File: src/hw/rtl/mm_pkg.sv
`default_nettype none

package mm_pkg;

	// array geometry
	localparam int MAX_DIM     = 4;
	localparam int DIM_LIMIT   = (MAX_DIM < 4) ? MAX_DIM : 4;
	localparam int STORE_DEPTH = MAX_DIM * MAX_DIM;
	localparam int ADDR_W      = (STORE_DEPTH > 1) ? $clog2(STORE_DEPTH) : 1;

	// field widths
	localparam int IDX_W  = 2;
	localparam int DIM_W  = 3;
	localparam int ELEM_W = 16;
	localparam int PROD_W = 2 * ELEM_W;
	localparam int SUM_W  = 34;

	// configuration port
	localparam int APB_AW = 4;
	localparam int APB_DW = 32;

	typedef enum logic [1:0] {
		REQ_LOAD_A  = 2'd0,
		REQ_LOAD_B  = 2'd1,
		REQ_COMPUTE = 2'd2
	} req_type_t;

	typedef enum logic [1:0] {
		REG_A_ROWS     = 2'd0,
		REG_INNER_SIZE = 2'd1,
		REG_B_COLS     = 2'd2
	} reg_idx_t;

	// dimensions after clamping to 1..DIM_LIMIT
	typedef struct packed {
		logic [DIM_W-1:0] a_rows;
		logic [DIM_W-1:0] inner_size;
		logic [DIM_W-1:0] b_cols;
	} dims_t;

	function automatic logic [DIM_W-1:0] clamp_dim(input logic [DIM_W-1:0] v);
		logic [DIM_W-1:0] r;
		if (v == '0) begin
			r = DIM_W'(1);
		end else if (v > DIM_W'(DIM_LIMIT)) begin
			r = DIM_W'(DIM_LIMIT);
		end else begin
			r = v;
		end
		return r;
	endfunction

	// row-major store address
	function automatic logic [ADDR_W-1:0] store_addr(input logic [IDX_W-1:0] row,
			input logic [IDX_W-1:0] col);
		return ADDR_W'(ADDR_W'(row) * ADDR_W'(MAX_DIM)) + ADDR_W'(col);
	endfunction

endpackage

`default_nettype wire

File: src/hw/rtl/mm_req_if.sv
`default_nettype none

interface mm_req_if;
	logic                       valid;
	logic                       ready;
	logic [1:0]                 req_type;
	logic [mm_pkg::IDX_W-1:0]   row_index;
	logic [mm_pkg::IDX_W-1:0]   col_index;
	logic signed [mm_pkg::ELEM_W-1:0] element_value;

	modport source (output valid, output req_type, output row_index, output col_index,
		output element_value, input ready);
	modport sink (input valid, input req_type, input row_index, input col_index,
		input element_value, output ready);
endinterface

`default_nettype wire

File: src/hw/rtl/mm_res_if.sv
`default_nettype none

interface mm_res_if;
	logic                            valid;
	logic                            ready;
	logic [mm_pkg::IDX_W-1:0]        out_row;
	logic [mm_pkg::IDX_W-1:0]        out_col;
	logic signed [mm_pkg::SUM_W-1:0] product_value;
	logic                            last;

	modport source (output valid, output out_row, output out_col, output product_value,
		output last, input ready);
	modport sink (input valid, input out_row, input out_col, input product_value,
		input last, output ready);
endinterface

`default_nettype wire

File: src/hw/rtl/mm_regs.sv
`default_nettype none

module mm_regs (
	input  wire logic                        clk,
	input  wire logic                        arst_n,
	input  wire logic                        psel,
	input  wire logic                        penable,
	input  wire logic                        pwrite,
	input  wire logic [mm_pkg::APB_AW-1:0]   paddr,
	input  wire logic [mm_pkg::APB_DW-1:0]   pwdata,
	output logic      [mm_pkg::APB_DW-1:0]   prdata,
	output logic                             pready,
	output mm_pkg::dims_t                    dims
);

	logic [mm_pkg::DIM_W-1:0] a_rows_q;
	logic [mm_pkg::DIM_W-1:0] inner_size_q;
	logic [mm_pkg::DIM_W-1:0] b_cols_q;
	logic                     wr_en;
	logic [1:0]               reg_sel;

	assign pready  = 1'b1;
	assign wr_en   = psel & penable & pwrite;
	assign reg_sel = paddr[3:2];

	// register writes on the access phase
	always_ff @(posedge clk or negedge arst_n) begin
		if (!arst_n) begin
			a_rows_q     <= mm_pkg::DIM_W'(4);
			inner_size_q <= mm_pkg::DIM_W'(4);
			b_cols_q     <= mm_pkg::DIM_W'(4);
		end else if (wr_en) begin
			unique case (reg_sel)
				mm_pkg::REG_A_ROWS:     a_rows_q     <= pwdata[mm_pkg::DIM_W-1:0];
				mm_pkg::REG_INNER_SIZE: inner_size_q <= pwdata[mm_pkg::DIM_W-1:0];
				mm_pkg::REG_B_COLS:     b_cols_q     <= pwdata[mm_pkg::DIM_W-1:0];
				default: ;
			endcase
		end
	end

	// read mux
	always_comb begin
		unique case (reg_sel)
			mm_pkg::REG_A_ROWS:     prdata = mm_pkg::APB_DW'(a_rows_q);
			mm_pkg::REG_INNER_SIZE: prdata = mm_pkg::APB_DW'(inner_size_q);
			mm_pkg::REG_B_COLS:     prdata = mm_pkg::APB_DW'(b_cols_q);
			default:                prdata = '0;
		endcase
	end

	// dimensions as the sequencer uses them
	assign dims.a_rows     = mm_pkg::clamp_dim(a_rows_q);
	assign dims.inner_size = mm_pkg::clamp_dim(inner_size_q);
	assign dims.b_cols     = mm_pkg::clamp_dim(b_cols_q);

endmodule

`default_nettype wire

File: src/hw/rtl/matrix_multiply.sv
// Dense matrix product C = A x B on two 16-entry element memories. A load
// request (A or B) is accepted while idle and writes one Q8.8 element; a
// compute request then streams every element of C row by row with last on
// the final one. One multiply-accumulate unit walks the inner dimension, so
// each output element needs inner_size memory reads, then the multiply and
// the final add into the output register, plus any wait while the output
// register holds its previous transfer. No new request is taken until the
// final element sits in the output register. Dimension registers are
// clamped to 1..4 and must be written while idle.
`default_nettype none

module matrix_multiply (
	input  wire logic                      clk,
	input  wire logic                      arst_n,
	mm_req_if.sink                         req,
	mm_res_if.source                       res,
	input  wire logic                      psel,
	input  wire logic                      penable,
	input  wire logic                      pwrite,
	input  wire logic [mm_pkg::APB_AW-1:0] paddr,
	input  wire logic [mm_pkg::APB_DW-1:0] pwdata,
	output logic      [mm_pkg::APB_DW-1:0] prdata,
	output logic                           pready
);

	typedef enum logic [1:0] {
		ST_IDLE,
		ST_MAC,
		ST_WAIT
	} st_t;

	mm_pkg::dims_t dims;

	st_t                                state_q;
	logic [mm_pkg::IDX_W-1:0]           i_q;
	logic [mm_pkg::IDX_W-1:0]           j_q;
	logic [mm_pkg::IDX_W-1:0]           k_q;

	logic signed [mm_pkg::ELEM_W-1:0]   a_mem [mm_pkg::STORE_DEPTH];
	logic signed [mm_pkg::ELEM_W-1:0]   b_mem [mm_pkg::STORE_DEPTH];
	logic signed [mm_pkg::ELEM_W-1:0]   a_rd_s1;
	logic signed [mm_pkg::ELEM_W-1:0]   b_rd_s1;
	logic                               vld_s1;
	logic                               first_s1;
	logic                               lastk_s1;
	logic signed [mm_pkg::PROD_W-1:0]   prod_s2;
	logic                               vld_s2;
	logic                               first_s2;
	logic                               lastk_s2;
	logic signed [mm_pkg::SUM_W-1:0]    acc_q;

	logic                               out_valid_q;
	logic [mm_pkg::IDX_W-1:0]           out_row_q;
	logic [mm_pkg::IDX_W-1:0]           out_col_q;
	logic signed [mm_pkg::SUM_W-1:0]    out_value_q;
	logic                               out_last_q;

	logic                               req_fire;
	logic                               load_ok;
	logic                               we_a;
	logic                               we_b;
	logic [mm_pkg::ADDR_W-1:0]          wr_addr;
	logic                               issue;
	logic                               k_end;
	logic                               i_end;
	logic                               j_end;
	logic                               out_free;
	logic                               elem_done;
	logic                               stall;
	logic signed [mm_pkg::SUM_W-1:0]    sum;

	// configuration registers
	mm_regs u_regs (
		.clk     (clk),
		.arst_n  (arst_n),
		.psel    (psel),
		.penable (penable),
		.pwrite  (pwrite),
		.paddr   (paddr),
		.pwdata  (pwdata),
		.prdata  (prdata),
		.pready  (pready),
		.dims    (dims)
	);

	// request side: loads and compute start only when idle
	assign req.ready = (state_q == ST_IDLE);
	assign req_fire  = req.valid & req.ready;
	assign load_ok   = (int'(req.row_index) < mm_pkg::DIM_LIMIT) &&
		(int'(req.col_index) < mm_pkg::DIM_LIMIT);
	assign we_a      = req_fire && (req.req_type == mm_pkg::REQ_LOAD_A) && load_ok;
	assign we_b      = req_fire && (req.req_type == mm_pkg::REQ_LOAD_B) && load_ok;
	assign wr_addr   = mm_pkg::store_addr(req.row_index, req.col_index);

	// loop bounds
	assign k_end = (k_q == mm_pkg::IDX_W'(dims.inner_size - 1'b1));
	assign j_end = (j_q == mm_pkg::IDX_W'(dims.b_cols - 1'b1));
	assign i_end = (i_q == mm_pkg::IDX_W'(dims.a_rows - 1'b1));
	assign issue = (state_q == ST_MAC);

	// output register handoff
	assign out_free  = !out_valid_q || res.ready;
	assign elem_done = vld_s2 && lastk_s2 && out_free;
	assign stall     = vld_s2 && lastk_s2 && !out_free;
	assign sum       = (first_s2 ? '0 : acc_q) + mm_pkg::SUM_W'(prod_s2);

	// element memories, registered read
	always_ff @(posedge clk) begin
		if (we_a) begin
			a_mem[wr_addr] <= req.element_value;
		end
		if (we_b) begin
			b_mem[wr_addr] <= req.element_value;
		end
		a_rd_s1 <= a_mem[mm_pkg::store_addr(i_q, k_q)];
		b_rd_s1 <= b_mem[mm_pkg::store_addr(k_q, j_q)];
	end

	// mac pipeline control
	always_ff @(posedge clk or negedge arst_n) begin
		if (!arst_n) begin
			vld_s1 <= 1'b0;
			vld_s2 <= 1'b0;
		end else begin
			vld_s1 <= issue;
			if (!stall) begin
				vld_s2 <= vld_s1;
			end
		end
	end

	// mac pipeline datapath
	always_ff @(posedge clk) begin
		first_s1 <= (k_q == '0);
		lastk_s1 <= k_end;
		if (!stall) begin
			prod_s2  <= a_rd_s1 * b_rd_s1;
			first_s2 <= first_s1;
			lastk_s2 <= lastk_s1;
		end
		if (vld_s2 && !stall) begin
			acc_q <= sum;
		end
	end

	// sequencer and output register
	always_ff @(posedge clk or negedge arst_n) begin
		if (!arst_n) begin
			state_q     <= ST_IDLE;
			i_q         <= '0;
			j_q         <= '0;
			k_q         <= '0;
			out_valid_q <= 1'b0;
			out_row_q   <= '0;
			out_col_q   <= '0;
			out_value_q <= '0;
			out_last_q  <= 1'b0;
		end else begin
			if (elem_done) begin
				out_valid_q <= 1'b1;
				out_row_q   <= i_q;
				out_col_q   <= j_q;
				out_value_q <= sum;
				out_last_q  <= i_end && j_end;
			end else if (res.ready) begin
				out_valid_q <= 1'b0;
			end

			unique case (state_q)
				ST_IDLE: begin
					if (req_fire && (req.req_type == mm_pkg::REQ_COMPUTE)) begin
						i_q     <= '0;
						j_q     <= '0;
						k_q     <= '0;
						state_q <= ST_MAC;
					end
				end
				ST_MAC: begin
					if (k_end) begin
						state_q <= ST_WAIT;
					end else begin
						k_q <= k_q + 1'b1;
					end
				end
				ST_WAIT: begin
					if (elem_done) begin
						k_q <= '0;
						if (i_end && j_end) begin
							state_q <= ST_IDLE;
						end else begin
							if (j_end) begin
								j_q <= '0;
								i_q <= i_q + 1'b1;
							end else begin
								j_q <= j_q + 1'b1;
							end
							state_q <= ST_MAC;
						end
					end
				end
				default: state_q <= ST_IDLE;
			endcase
		end
	end

	assign res.valid         = out_valid_q;
	assign res.out_row       = out_row_q;
	assign res.out_col       = out_col_q;
	assign res.product_value = out_value_q;
	assign res.last          = out_last_q;

`ifndef SYNTH
	// memories are never written while a product is being read out
	a_no_write_busy: assert property (@(posedge clk) disable iff (!arst_n)
		(state_q != ST_IDLE) |-> !(we_a || we_b))
		else $error("element memory written during compute");

	// one element in flight: its final term is alone in the pipeline
	a_one_elem: assert property (@(posedge clk) disable iff (!arst_n)
		(vld_s2 && lastk_s2) |-> !vld_s1)
		else $error("next element issued before previous finished");

	// a compute request closes the request side on the next cycle
	a_compute_busy: assert property (@(posedge clk) disable iff (!arst_n)
		(req_fire && (req.req_type == mm_pkg::REQ_COMPUTE)) |=> !req.ready)
		else $error("request accepted right after compute start");

	// inner index stays within the configured inner size
	a_k_range: assert property (@(posedge clk) disable iff (!arst_n)
		(state_q == ST_MAC) |-> (mm_pkg::DIM_W'(k_q) < dims.inner_size))
		else $error("inner index out of range");
`endif

endmodule

`default_nettype wire

File: src/flat_wrapper.sv
// flat-port wrapper written by rule: the top's interface ports become plain ports
module matrix_multiply_flat 
  (clk, arst_n, psel, penable, pwrite, paddr, pwdata, prdata, pready, req_valid, req_req_type, req_row_index, req_col_index, req_element_value, req_ready, res_valid, res_out_row, res_out_col, res_product_value, res_last, res_ready);
  mm_req_if req_i ();
  mm_res_if res_i ();
  input  wire logic clk;
  input  wire logic arst_n;
  input  wire logic psel;
  input  wire logic penable;
  input  wire logic pwrite;
  input  wire logic [mm_pkg::APB_AW-1:0] paddr;
  input  wire logic [mm_pkg::APB_DW-1:0] pwdata;
  output logic      [mm_pkg::APB_DW-1:0] prdata;
  output logic pready;
  input wire logic [$bits(req_i.valid)-1:0] req_valid;
  input wire logic [$bits(req_i.req_type)-1:0] req_req_type;
  input wire logic [$bits(req_i.row_index)-1:0] req_row_index;
  input wire logic [$bits(req_i.col_index)-1:0] req_col_index;
  input wire logic [$bits(req_i.element_value)-1:0] req_element_value;
  output wire logic [$bits(req_i.ready)-1:0] req_ready;
  output wire logic [$bits(res_i.valid)-1:0] res_valid;
  output wire logic [$bits(res_i.out_row)-1:0] res_out_row;
  output wire logic [$bits(res_i.out_col)-1:0] res_out_col;
  output wire logic [$bits(res_i.product_value)-1:0] res_product_value;
  output wire logic [$bits(res_i.last)-1:0] res_last;
  input wire logic [$bits(res_i.ready)-1:0] res_ready;
  assign req_i.valid = req_valid;
  assign req_i.req_type = req_req_type;
  assign req_i.row_index = req_row_index;
  assign req_i.col_index = req_col_index;
  assign req_i.element_value = req_element_value;
  assign req_ready = req_i.ready;
  assign res_valid = res_i.valid;
  assign res_out_row = res_i.out_row;
  assign res_out_col = res_i.out_col;
  assign res_product_value = res_i.product_value;
  assign res_last = res_i.last;
  assign res_i.ready = res_ready;
  matrix_multiply u_core (.clk(clk), .arst_n(arst_n), .req(req_i), .res(res_i), .psel(psel), .penable(penable), .pwrite(pwrite), .paddr(paddr), .pwdata(pwdata), .prdata(prdata), .pready(pready));
endmodule
File: config.mk
export PLATFORM = sky130hd
export DESIGN_NAME = matrix_multiply_flat
export DESIGN_NICKNAME = d
export VERILOG_FILES = /design/src/hw/rtl/mm_pkg.sv /design/src/hw/rtl/mm_req_if.sv /design/src/hw/rtl/mm_res_if.sv /design/src/hw/rtl/mm_regs.sv /design/src/hw/rtl/matrix_multiply.sv /design/src/flat_wrapper.sv
export SDC_FILE = /design/constraint.sdc
export NUM_CORES = 1
export LEC_CHECK = 0
export BUFFER_PORTS_ARGS = -buffer_cell sky130_fd_sc_hd__buf_2
export CORE_MARGIN = 2
export CORE_UTILIZATION = 39
export DETAILED_ROUTE_END_ITERATION = 10
export HOLD_SLACK_MARGIN = 0.08
export PLACE_DENSITY = 0.58
export SLEW_MARGIN = 30
export SYNTH_ARGS = -nofsm -noshare
export SYNTH_HDL_FRONTEND = slang
export SYNTH_SLANG_ARGS = --single-unit
File: constraint.sdc
create_clock -name clk -period 19.4 [get_ports clk]
set_clock_uncertainty 0.2 [all_clocks]
set_input_delay 2.91 -clock clk [delete_from_list [all_inputs] [get_ports clk]]
set_output_delay 2.91 -clock clk [all_outputs]
set_load 0.03 [all_outputs]
==> summary.txt, run 1 <==
Routing
  – DRC viols: 0
  – Wire per inst: 20.4 µm
  – Via/cell ratio: 5.08
  – Final wirelength: 80200 µm
  – DR iter-0 viols: 1619
  – Drt first pass iters: 7
  – Antenna Violating Nets Remaining: 0
  – Via Count: 19918

STA
  – Worst-case headroom to the max-slew limit: 35.6%
  – Sum of negative setup slack: 0 ns
  – Measured slew at the worst slew-check pin: 0.961 ns
  – Min Tclk post-route: 6.99 ns
  – Final Hold Viols: 0
  – RSZ-0062 raised after global routing: no
  – Hold WS: 0.267 ns
  – Tcrit/Tclk final: 36.0%
  – FMAX: 143 MHz
  – Pins Over Slew Limit: 0
  – Setup violations, final: 0

Logic synthesis
  – Synth area leader: edfxtp_1
  – Post-synth EDFFs: 580
  – Post-synth ARST share: 8.77%
  – Top FF cell, synth: edfxtp_1
  – Most frequent cell after synthesis: edfxtp_1
  – Syn avg cell area: 14.6 µm²
  – Seq/Total Area, Yosys: 53.5%
  – Ranking of synthesized cells by area: edfxtp_1 (48%), fa_1 (14%), mux4_2 (9.8%), ha_1 (4.0%), dfrtp_1 (3.8%)
  – #FFs+latches synth: 673
  – Post-synth top cells: edfxtp_1 (580), inv_1 (301), fa_1 (263)
  – Synthesized area: 0.0366 mm²
  – Synth Instances: 2505
  – YS warnings: 0
  – Top cell type's share of synthesized area: 47.6%
  – Library cells used by synthesis: 71

Floorplanning
  – Core Area: 0.0932 mm²
  – Ports: 139
  – FP Rows: 112
  – Die Y: 310 µm
  – Die Wd: 310 µm
  – Initial core utilization: 39.3%
  – Die area: 0.0963 mm²

Critical path
  – Most used cell, CP: fa_1
  – CP Capture Type: flip-flop
  – CP max stage delay: 0.87 ns
  – Critical Path RT: 19.62 ns
  – Cells along the critical path: nand2_1 -> inv_1 -> fa_1 -> fa_1 -> fa_1 -> fa_1 -> fa_1 -> inv_1 -> fa_1 -> inv_1 -> ha_1 -> a21o_1 -> a21o_1 -> a21o_1 -> nand3_1 -> nand2_1 -> a31oi_1 -> mux2_2 -> a311oi_1
  – RR Startpoint: u_core.b_rd_s1[1]
  – Crit path DAT: 7.22 ns
  – CP Launch Type: flip-flop
  – Crit path kind: flip-flop to flip-flop
  – Crit path launch: u_core.b_rd_s1[1]
  – Max FO, Critical Path: 16
  – Max stage delay cell, worst path: fa_1

Clocking
  – TritonCTS clock tree: yes
  – Hold buffer count at cts: 0
  – H-tree Lvls: 3
  – Worst-Skew Late Latency: 0.62 ns
  – CTS buffer count: 71
  – Cts repair resizes: 0
  – CTS Sinks: 673
  – Post-CTS Setup Bufs: 0
  – Clock root buffer: clkbuf_16
  – CTS Buffer Depth: 3
  – Clock slew at reported path FFs: 0.06 ns

GRT
  – Initial antenna violation count: 4
  – First-pass GRT wire length: 125000 µm
  – Vias in the first global route: 21417
  – Overflow after GRT: 0
  – Total GRT Usage: 17.1%
  – Largest net degree at the start of global routing: 71

Layout
  – Area of the multi-input gates: 0.0155 mm²
  – P&R area growth vs syn: 11.3%
  – Final Util: 43.7%
  – Post-route design area: 0.0408 mm²
  – Storage cell area: 0.0196 mm²
  – Fillers: 8296
  – Final Net Count: 3052
  – Share of cells above drive strength 1: 16.2%

Min path
  – Hold crit path type: flip-flop to flip-flop
  – Worst Min Path Start: u_core.res.product_value[4]

Placement
  – Placed Area: 0.0385 mm²
  – HPWL after DPL: 53400 µm
  – IO Port Bufs: 77
  – Final GP Congestion: 0.893

Run
  – Maximum Capacitance Violations: 0

Run status
  – Status: completed
metal layers:
metal	up-vias	track usage (%)	wire [µm]	part of all wire [%]
met5	-	0	26	0.032
li1	8980	-	-	-
met4	4	3.77	1540	1.9
met2	476	29.3	39500	49
met1	10361	23.1	35300	44
met3	97	2.68	3830	4.8
area by class of cell:
type | instances | area share, %
Clock buffer | 97 | 4.67
Clock inverter | 35 | 0.832
Sequential cell | 673 | 48.1
Inverter | 302 | 2.78
Tap cell | 1254 | 3.85
Multi-Input combinational cell | 1441 | 38.0
Antenna cell | 2 | 0.0123
Timing Repair Buffer | 119 | 1.74
kinds of logic after synthesis:
family	share of synthesized area (%)
mux	10.7
compound gates	3.56
simple gates	7.84
xor+xnor	1.48
buf+inv	4.61
fa+ha+maj	18.3
flops	53.5
other cells	0.0205
critical path: cells and delay by family, from the launching register on:
family,cells,cell delay [ns]
fa+ha+maj,7,3.74
compound gates,5,1.10
flops,1,0.78
simple gates,3,0.36
mux,1,0.36
buf+inv,3,0.25
sequential cells by signal, indices dropped and copies added (netlist names), 3 cells and up:
name                        cells
u_core.a_mem                  256
u_core.b_mem                  256
u_core.acc_q                   34
u_core.res.product_value       34
u_core.prod_s2                 32
u_core.a_rd_s1                 16
u_core.b_rd_s1                 16
u_core.u_regs.a_rows_q          3
u_core.u_regs.b_cols_q          3
u_core.u_regs.inner_size_q      3
placed cells by master (no fill, tap or decap), types with 8 or more instances in the layout:
| cell type | n |
|---|---|
| edfxtp_1 | 580 |
| inv_1 | 301 |
| fa_1 | 263 |
| nand2_1 | 231 |
| mux4_2 | 160 |
| and2_1 | 129 |
| ha_1 | 116 |
| nor2_1 | 83 |
| buf_2 | 76 |
| clkbuf_16 | 71 |
| xnor2_1 | 52 |
| dfrtp_1 | 52 |
| a21oi_1 | 51 |
| nor2b_1 | 42 |
| buf_4 | 41 |
| dfxtp_1 | 34 |
| o21ai_0 | 33 |
| conb_1 | 30 |
| a21o_1 | 28 |
| mux2_2 | 23 |
| clkbuf_1 | 23 |
| nand2b_1 | 21 |
| nand3_1 | 16 |
| nor3_1 | 16 |
| clkinv_2 | 13 |
| a211oi_1 | 11 |
| xor2_1 | 10 |
| a31oi_1 | 9 |
| o21bai_1 | 8 |
| nor3_2 | 8 |
final timing paths:
path,depth (start not counted),slack (ns),end
max in group asynchronous,1,16.15,u_core.k_q[0]
max,19,12.41,u_core.prod_s2[29]
min in group asynchronous,1,2.19,u_core.res.product_value[5]
max reg2reg,19,12.41,u_core.prod_s2[29]
min reg2reg,2,0.27,u_core.res.product_value[4]
min,2,0.27,u_core.res.product_value[4]
metrics by stage:
step,worst slack [ns],std cells
finish,12.41,3923
global route,12.05,3921
CTS,12.41,3921
detailed placement,12.45,3789
global placement,12.50,3789
floorplan,12.34,2533
Power of run 1 is not shown: default switching activity piles up to over one toggle a cycle in this logic, so the estimate is an artifact.
==> run 2, diff against run 1 <==
--- a/config.mk
+++ b/config.mk
@@ -5,6 +5,7 @@
 export SDC_FILE = /design/constraint.sdc
 export NUM_CORES = 1
 export LEC_CHECK = 0
+export ABC_AREA = 1
 export BUFFER_PORTS_ARGS = -buffer_cell sky130_fd_sc_hd__buf_2
 export CORE_MARGIN = 2
 export CORE_UTILIZATION = 39
==> constraint.sdc (replaced) <==
create_clock -name clk -period 7 [get_ports clk]
set_clock_uncertainty 0.2 [all_clocks]
set_input_delay 1.05 -clock clk [delete_from_list [all_inputs] [get_ports clk]]
set_output_delay 1.05 -clock clk [all_outputs]
set_load 0.03 [all_outputs]
==> summary.txt, run 2 <==
STA
  – Hold WS: 0.201 ns (was 0.267 ns)
  – Setup violations, final: 0 (unchanged)
  – Tcrit/Tclk final: 92.8% (was 36.0%)
  – Worst-case headroom to the max-slew limit: 36.2% (was 35.6%)
  – Min Tclk post-route: 6.49 ns (was 6.99 ns)
  – FMAX: 154 MHz (was 143 MHz)
  – Measured slew at the worst slew-check pin: 0.956 ns (was 0.961 ns)
  – Sum of negative setup slack: 0 ns (unchanged)
  – Final Hold Viols: 0 (unchanged)
  – RSZ-0062 raised after global routing: no (unchanged)
  – Pins Over Slew Limit: 0 (unchanged)

Logic synthesis
  – Ranking of synthesized cells by area: edfxtp_1 (46%), fa_1 (14%), nand2_1 (6.7%), inv_1 (5.6%), nor2_1 (4.3%) (was edfxtp_1 (48%), fa_1 (14%), mux4_2 (9.8%), ha_1 (4.0%), dfrtp_1 (3.8%))
  – Adder-cell share of the synthesized area: 17.6% (was 18.3%)
  – Xor and xnor fraction of the mapped netlist area: 1.14% (was 1.48%)
  – Fraction of the mapped netlist area in simple logic gates: 13.5% (was 7.84%)
  – Top FF cell, synth: edfxtp_1 (unchanged)
  – Synth area leader: edfxtp_1 (unchanged)
  – Syn avg cell area: 10.3 µm² (was 14.6 µm²)
  – #FFs+latches synth: 673 (unchanged)
  – Seq/Total Area, Yosys: 51.2% (was 53.5%)
  – Top cell type's share of synthesized area: 45.5% (was 47.6%)
  – Post-synthesis compound-gate area fraction: 8.63% (was 3.56%)
  – Post-synth ARST share: 8.77% (unchanged)
  – Synthesized area: 0.0383 mm² (was 0.0366 mm²)
  – Synth Instances: 3732 (was 2505)
  – Largest family of logic cells by synthesized area: adder cells (unchanged)
  – Library cells used by synthesis: 46 (was 71)
  – Most frequent cell after synthesis: nand2_1 (was edfxtp_1)
  – YS warnings: 0 (unchanged)
  – Mux contribution to synthesized area: 0% (was 10.7%)
  – Post-synth EDFFs: 580 (unchanged)
  – Post-synth top cells: nand2_1 (680), edfxtp_1 (580), inv_1 (569) (was edfxtp_1 (580), inv_1 (301), fa_1 (263))

Layout
  – Share of cells above drive strength 1: 7.61% (was 16.2%)
  – P&R area growth vs syn: 11.0% (was 11.3%)
  – Final Net Count: 4223 (was 3052)
  – Post-route design area: 0.0425 mm² (was 0.0408 mm²)
  – Most common cell after layout, fill and taps aside: nand2_1 (was edfxtp_1)
  – Regs by FF count: u_core.a_mem x256, u_core.b_mem x256 (unchanged)
  – ANT cells: 0 (was 2)
  – Commonest non-fill, non-tap cells in the layout: nand2_1 (680), edfxtp_1 (580), inv_1 (565) (was edfxtp_1 (580), inv_1 (301), fa_1 (263))
  – Final Util: 43.8% (was 43.7%)

Placement
  – HPWL after DPL: 65100 µm (was 53400 µm)
  – Final GP Congestion: 0.929 (was 0.893)
  – IO Port Bufs: 77 (unchanged)
  – Placed Area: 0.0400 mm² (was 0.0385 mm²)

Run status
  – Status: completed (unchanged)

Run
  – Maximum Capacitance Violations: 0 (unchanged)

GRT
  – Largest net degree at the start of global routing: 84 (was 71)
  – Total GRT Usage: 19.5% (was 17.1%)
  – Met1 Resource Use GR: 26.6% (was 23.1%)
  – Met3 Track Usage GR: 2.61% (was 2.68%)
  – Overflow after GRT: 0 (unchanged)
  – Initial antenna violation count: 0 (was 4)
  – Vias in the first global route: 25348 (was 21417)
  – Met2 usage: 32.9% (was 29.3%)
  – First-pass GRT wire length: 149000 µm (was 125000 µm)
  – Most Crowded Layer GR: met2 (unchanged)

Clocking
  – Worst-Skew Late Latency: 0.66 ns (was 0.62 ns)
  – TritonCTS clock tree: yes (unchanged)
  – Clock root buffer: clkbuf_16 (unchanged)
  – Clock slew at reported path FFs: 0.06 ns (about the same)
  – H-tree Lvls: 3 (unchanged)
  – Cts repair resizes: 0 (unchanged)
  – Hold buffer count at cts: 0 (unchanged)
  – Post-CTS Setup Bufs: 0 (unchanged)
  – CTS buffer count: 74 (was 71)
  – CTS Buffer Depth: 3 (unchanged)
  – CTS Sinks: 673 (unchanged)

Routing
  – Drt first pass iters: 9 (was 7)
  – DR iter-0 viols: 2192 (was 1619)
  – Via Count: 25684 (was 19918)
  – DRC viols: 0 (unchanged)
  – Final wirelength: 96800 µm (was 80200 µm)
  – Wire per inst: 18.9 µm (was 20.4 µm)
  – Antenna Violating Nets Remaining: 0 (unchanged)
  – Via/cell ratio: 5.02 (was 5.08)

Critical path
  – Max FO, Critical Path: 16 (unchanged)
  – Critical Path RT: 7.20 ns (was 19.62 ns)
  – CP Launch Type: flip-flop (unchanged)
  – Crit path DAT: 6.70 ns (was 7.22 ns)
  – Crit path kind: flip-flop to flip-flop (unchanged)
  – CP Capture Type: flip-flop (unchanged)

Floorplanning
  – Die area: 0.101 mm² (was 0.0963 mm²)
  – Initial core utilization: 39.5% (was 39.3%)
  – Die Y: 317 µm (was 310 µm)
  – Die Wd: 317 µm (was 310 µm)
  – FP Rows: 114 (was 112)
  – Ports: 139 (unchanged)
  – Core Area: 0.0970 mm² (was 0.0932 mm²)

Min path
  – Hold crit path type: flip-flop to flip-flop (unchanged)
-- run 2: cell types whose count changed in the layout (fill, tap and decap cells not counted), moves of 39 or more --
cell	before	now
nand2_1	231	680
xnor2_1	52	13
mux4_2	160	0
nor2b_1	42	0
nand3_1	16	98
and2_1	129	17
o221ai_1	0	71
inv_1	301	565
nor2_1	83	430
o22ai_1	2	57
o21ai_0	33	302
-- run 2: per-stage QoR --
| step | cells | worst slack, ns |
|---|---|---|
| 2_1_floorplan | 3760 | 1.18 |
| 3_3_place_gp | 4978 | 0.637 |
| 3_5_place_dp | 4979 | 0.540 |
| 4_1_cts | 5114 | 0.492 |
| 5_1_grt | 5114 | 0.0946 |
| 6_report | 5114 | 0.506 |
-- run 2: area by class of cell --
cell class / count / area, µm²
inverters: 573 / 2150
well taps: 1276 / 1600
repair buffers: 148 / 938
clock inverters: 41 / 489
fillers: 9294 / 54500
multi-input cells: 2309 / 15800
flip-flops and latches: 673 / 19600
clock buffers: 94 / 1960
-- run 2: cell families after synthesis --
family,Yosys count
buffers and inverters,778
adder cells (fa/ha/maj),379
AO/OA/AOI/OAI,564
XOR/XNOR,50
other,2
flip-flops,673
AND/OR/NAND/NOR,1286
-- run 2: path summary, 6_finish.rpt --
check                              startpoint  cells after the start                           end  slack, ns
hold reg to reg               u_core.lastk_s1                      0               u_core.lastk_s2       0.20
setup reg to reg           u_core.a_rd_s1[15]                     16            u_core.prod_s2[27]       0.51
setup / recovery           u_core.a_rd_s1[15]                     16            u_core.prod_s2[27]       0.51
min in group asynchronous              arst_n                      2  u_core.res.product_value[22]       0.35
max in group asynchronous              arst_n                      2                 u_core.k_q[0]       5.56
hold / removal                u_core.lastk_s1                      0               u_core.lastk_s2       0.20
-- run 2: layer usage --
| layer | part of all wire [%] | up-vias | routed length [µm] |
|---|---|---|---|
| li1 | - | 12261 | - |
| met1 | 44 | 12629 | 42900 |
| met2 | 48 | 663 | 46900 |
| met3 | 5.0 | 131 | 4840 |
| met4 | 2.2 | 0 | 2130 |
| met5 | 0 | - | 0 |
-- run 2: critical path: stages (launching register included) --
cell and delay (ns):
dfxtp_1 0.72, nand2_1 0.21, inv_1 0.17, fa_1 0.54, fa_1 0.92, fa_1 0.54
fa_1 0.51, fa_1 0.49, inv_1 0.05, fa_1 0.47, inv_1 0.04, ha_1 0.35
a21oi_1 0.27, o21ai_0 0.23, a21oi_1 0.24, o211ai_1 0.14, xor2_1 0.16
Power of run 2 is left out for the same reason.
==> run 3, diff against run 2 <==
--- a/config.mk
+++ b/config.mk
@@ -7,11 +7,11 @@
 export LEC_CHECK = 0
 export ABC_AREA = 1
 export BUFFER_PORTS_ARGS = -buffer_cell sky130_fd_sc_hd__buf_2
-export CORE_MARGIN = 2
-export CORE_UTILIZATION = 39
+export CORE_UTILIZATION = 40
 export DETAILED_ROUTE_END_ITERATION = 10
+export GPL_TIMING_DRIVEN = 0
 export HOLD_SLACK_MARGIN = 0.08
-export PLACE_DENSITY = 0.58
+export PLACE_DENSITY = 0.6
 export SLEW_MARGIN = 30
 export SYNTH_ARGS = -nofsm -noshare
 export SYNTH_HDL_FRONTEND = slang
==> summary.txt, run 3 (synthesis results as in run 2) <==
Run status
  – Status: completed (unchanged)

Layout
  – Post-Layout Cell Count: 5244 (was 5114)
  – Commonest non-fill, non-tap cells in the layout: nand2_1 (680), edfxtp_1 (580), inv_1 (568) (was nand2_1 (680), edfxtp_1 (580), inv_1 (565))
  – Regs by FF count: u_core.a_mem x256, u_core.b_mem x256 (unchanged)
  – Share of cells above drive strength 1: 8.37% (was 7.61%)
  – ANT cells: 0 (unchanged)
  – Final Net Count: 4367 (was 4223)
  – Most common cell after layout, fill and taps aside: nand2_1 (unchanged)
  – Fillers: 8945 (was 9294)
  – P&R area growth vs syn: 12.8% (was 11.0%)

Clocking
  – TritonCTS clock tree: yes (unchanged)
  – Clock root buffer: clkbuf_16 (unchanged)
  – CTS Sinks: 673 (unchanged)
  – Clock slew at reported path FFs: 0.06 ns (about the same)
  – Post-CTS Setup Bufs: 0 (unchanged)
  – Worst-Skew Late Latency: 0.65 ns (was 0.66 ns)
  – CTS buffer count: 75 (was 74)
  – H-tree Lvls: 3 (unchanged)
  – CTS Buffer Depth: 3 (unchanged)

Critical path
  – Crit path kind: flip-flop to flip-flop (unchanged)
  – CP Launch Type: flip-flop (unchanged)
  – CP Capture Type: flip-flop (unchanged)
  – Critical Path RT: 7.15 ns (was 7.20 ns)
  – Max FO, Critical Path: 10 (was 16)
  – Crit path DAT: 7.02 ns (was 6.70 ns)

STA
  – Final Hold Viols: 0 (unchanged)
  – Setup violations, final: 0 (unchanged)
  – Pins Over Slew Limit: 0 (unchanged)
  – Sum of negative setup slack: 0 ns (unchanged)
  – Tcrit/Tclk final: 98.1% (was 92.8%)
  – FMAX: 146 MHz (was 154 MHz)
  – Measured slew at the worst slew-check pin: 0.973 ns (was 0.956 ns)
  – RSZ-0062 raised after global routing: no (unchanged)
  – Worst-case headroom to the max-slew limit: 35.1% (was 36.2%)
  – Min Tclk post-route: 6.86 ns (was 6.49 ns)

Placement
  – HPWL after DPL: 81600 µm (was 65100 µm)
  – Final GP Congestion: 0.947 (was 0.929)
  – DP Cell Count: 5113 (was 4979)
  – IO Port Bufs: 77 (unchanged)

Floorplanning
  – Die Y: 311 µm (was 317 µm)
  – Initial core utilization: 40.3% (was 39.5%)
  – Core Area: 0.0949 mm² (was 0.0970 mm²)
  – FP Rows: 113 (was 114)
  – Die Wd: 311 µm (was 317 µm)
  – Ports: 139 (unchanged)
  – Die area: 0.0969 mm² (was 0.101 mm²)

Routing
  – Via/cell ratio: 5.21 (was 5.02)
  – Wire per inst: 21.3 µm (was 18.9 µm)
  – Via Count: 27343 (was 25684)
  – Final wirelength: 112000 µm (was 96800 µm)
  – Antenna Violating Nets Remaining: 0 (unchanged)
  – Drt first pass iters: 6 (was 9)
  – DRC viols: 0 (unchanged)
  – DR iter-0 viols: 2531 (was 2192)

Run
  – Maximum Capacitance Violations: 0 (unchanged)

GRT
  – Vias in the first global route: 27136 (was 25348)
  – First-pass GRT wire length: 168000 µm (was 149000 µm)
  – Overflow after GRT: 0 (unchanged)
  – Largest net degree at the start of global routing: 43 (was 84)
  – Total GRT Usage: 23.1% (was 19.5%)
  – Initial antenna violation count: 2 (was 0)

Min path
  – Hold crit path type: flip-flop to flip-flop (unchanged)
[run 3: cell types whose count changed in the layout (fill, tap and decap cells not counted), moves of 6 or more]
| cell | previous run | this run |
|---|---|---|
| buf_4 | 70 | 33 |
| clkbuf_2 | 0 | 18 |
| buf_2 | 77 | 101 |
| buf_1 | 0 | 9 |
| clkbuf_1 | 17 | 137 |
| clkinv_1 | 14 | 7 |
| nor2_1 | 430 | 403 |
| nor2_2 | 4 | 10 |
| nor2_4 | 5 | 26 |
[run 3: timing repair]
item	in CTS	in global routing
hold endpoints to repair	17	0
hold buffers	1	0
resized for setup	1	31
setup endpoints to repair	1	4
[run 3: final timing paths]
check                                  start                     endpoint  slack (ns)  cells past startpoint
max                        u_core.b_rd_s1[1]           u_core.prod_s2[31]        0.14                     20
min                          u_core.first_s1              u_core.first_s2        0.21                      0
max reg2reg                u_core.b_rd_s1[1]           u_core.prod_s2[31]        0.14                     20
min reg2reg                  u_core.first_s1              u_core.first_s2        0.21                      0
max in group asynchronous             arst_n    u_core.u_regs.a_rows_q[2]        5.36                      3
min in group asynchronous             arst_n  u_core.res.product_value[1]        0.63                      2
[run 3: layout make-up]
type	count	area (µm²)	area share (%)
clock inverter	30	258	0.597
tap	1265	1580	3.67
buffer	202	932	2.16
timing repair buffer	89	611	1.41
multi-input combinational	2309	15900	36.9
clock buffer	103	2110	4.88
inverter	573	2150	4.98
sequential	673	19600	45.4
[run 3: metal layers]
layer / share of wire, % / up-vias / GRT usage, %
met2: 48 / 1071 / 38.2
met3: 6.8 / 222 / 3.40
met4: 3.3 / 4 / 7.65
met5: 0.021 / - / 0
met1: 42 / 13469 / 31.2
li1: - / 12577 / -
[run 3: through the flow]
stage | utilization, % | area (µm²) | worst slack [ns] | hold WS (ns)
finish | 45.5 | 43200 | 0.136 | 0.206
detailed placement | 43.0 | 40800 | -0.0903 | 0.193
CTS | 45.5 | 43100 | 0.0408 | 0.207
global placement | 42.5 | 40300 | -0.0393 | 0.191
floorplan | - | 38400 | 1.18 | 0.186
global route | 45.5 | 43200 | 0.00309 | 0.219
[run 3: worst max-delay path: stages (launching register included)]
cell and delay [ns]:
dfxtp_1 0.33, clkbuf_1 0.38, clkbuf_1 0.57, nand2_1 0.19
fa_1 0.55, fa_1 0.50, fa_1 0.55, inv_1 0.05
fa_1 0.49, fa_1 0.49, inv_1 0.06, fa_1 0.47
inv_1 0.04, ha_1 0.35, a21oi_1 0.32, o21ai_0 0.19
nand3b_1 0.26, nand2_1 0.09, nand3_1 0.24, nand2_1 0.14
nand2_1 0.11
Power of run 3 is left out for the same reason.
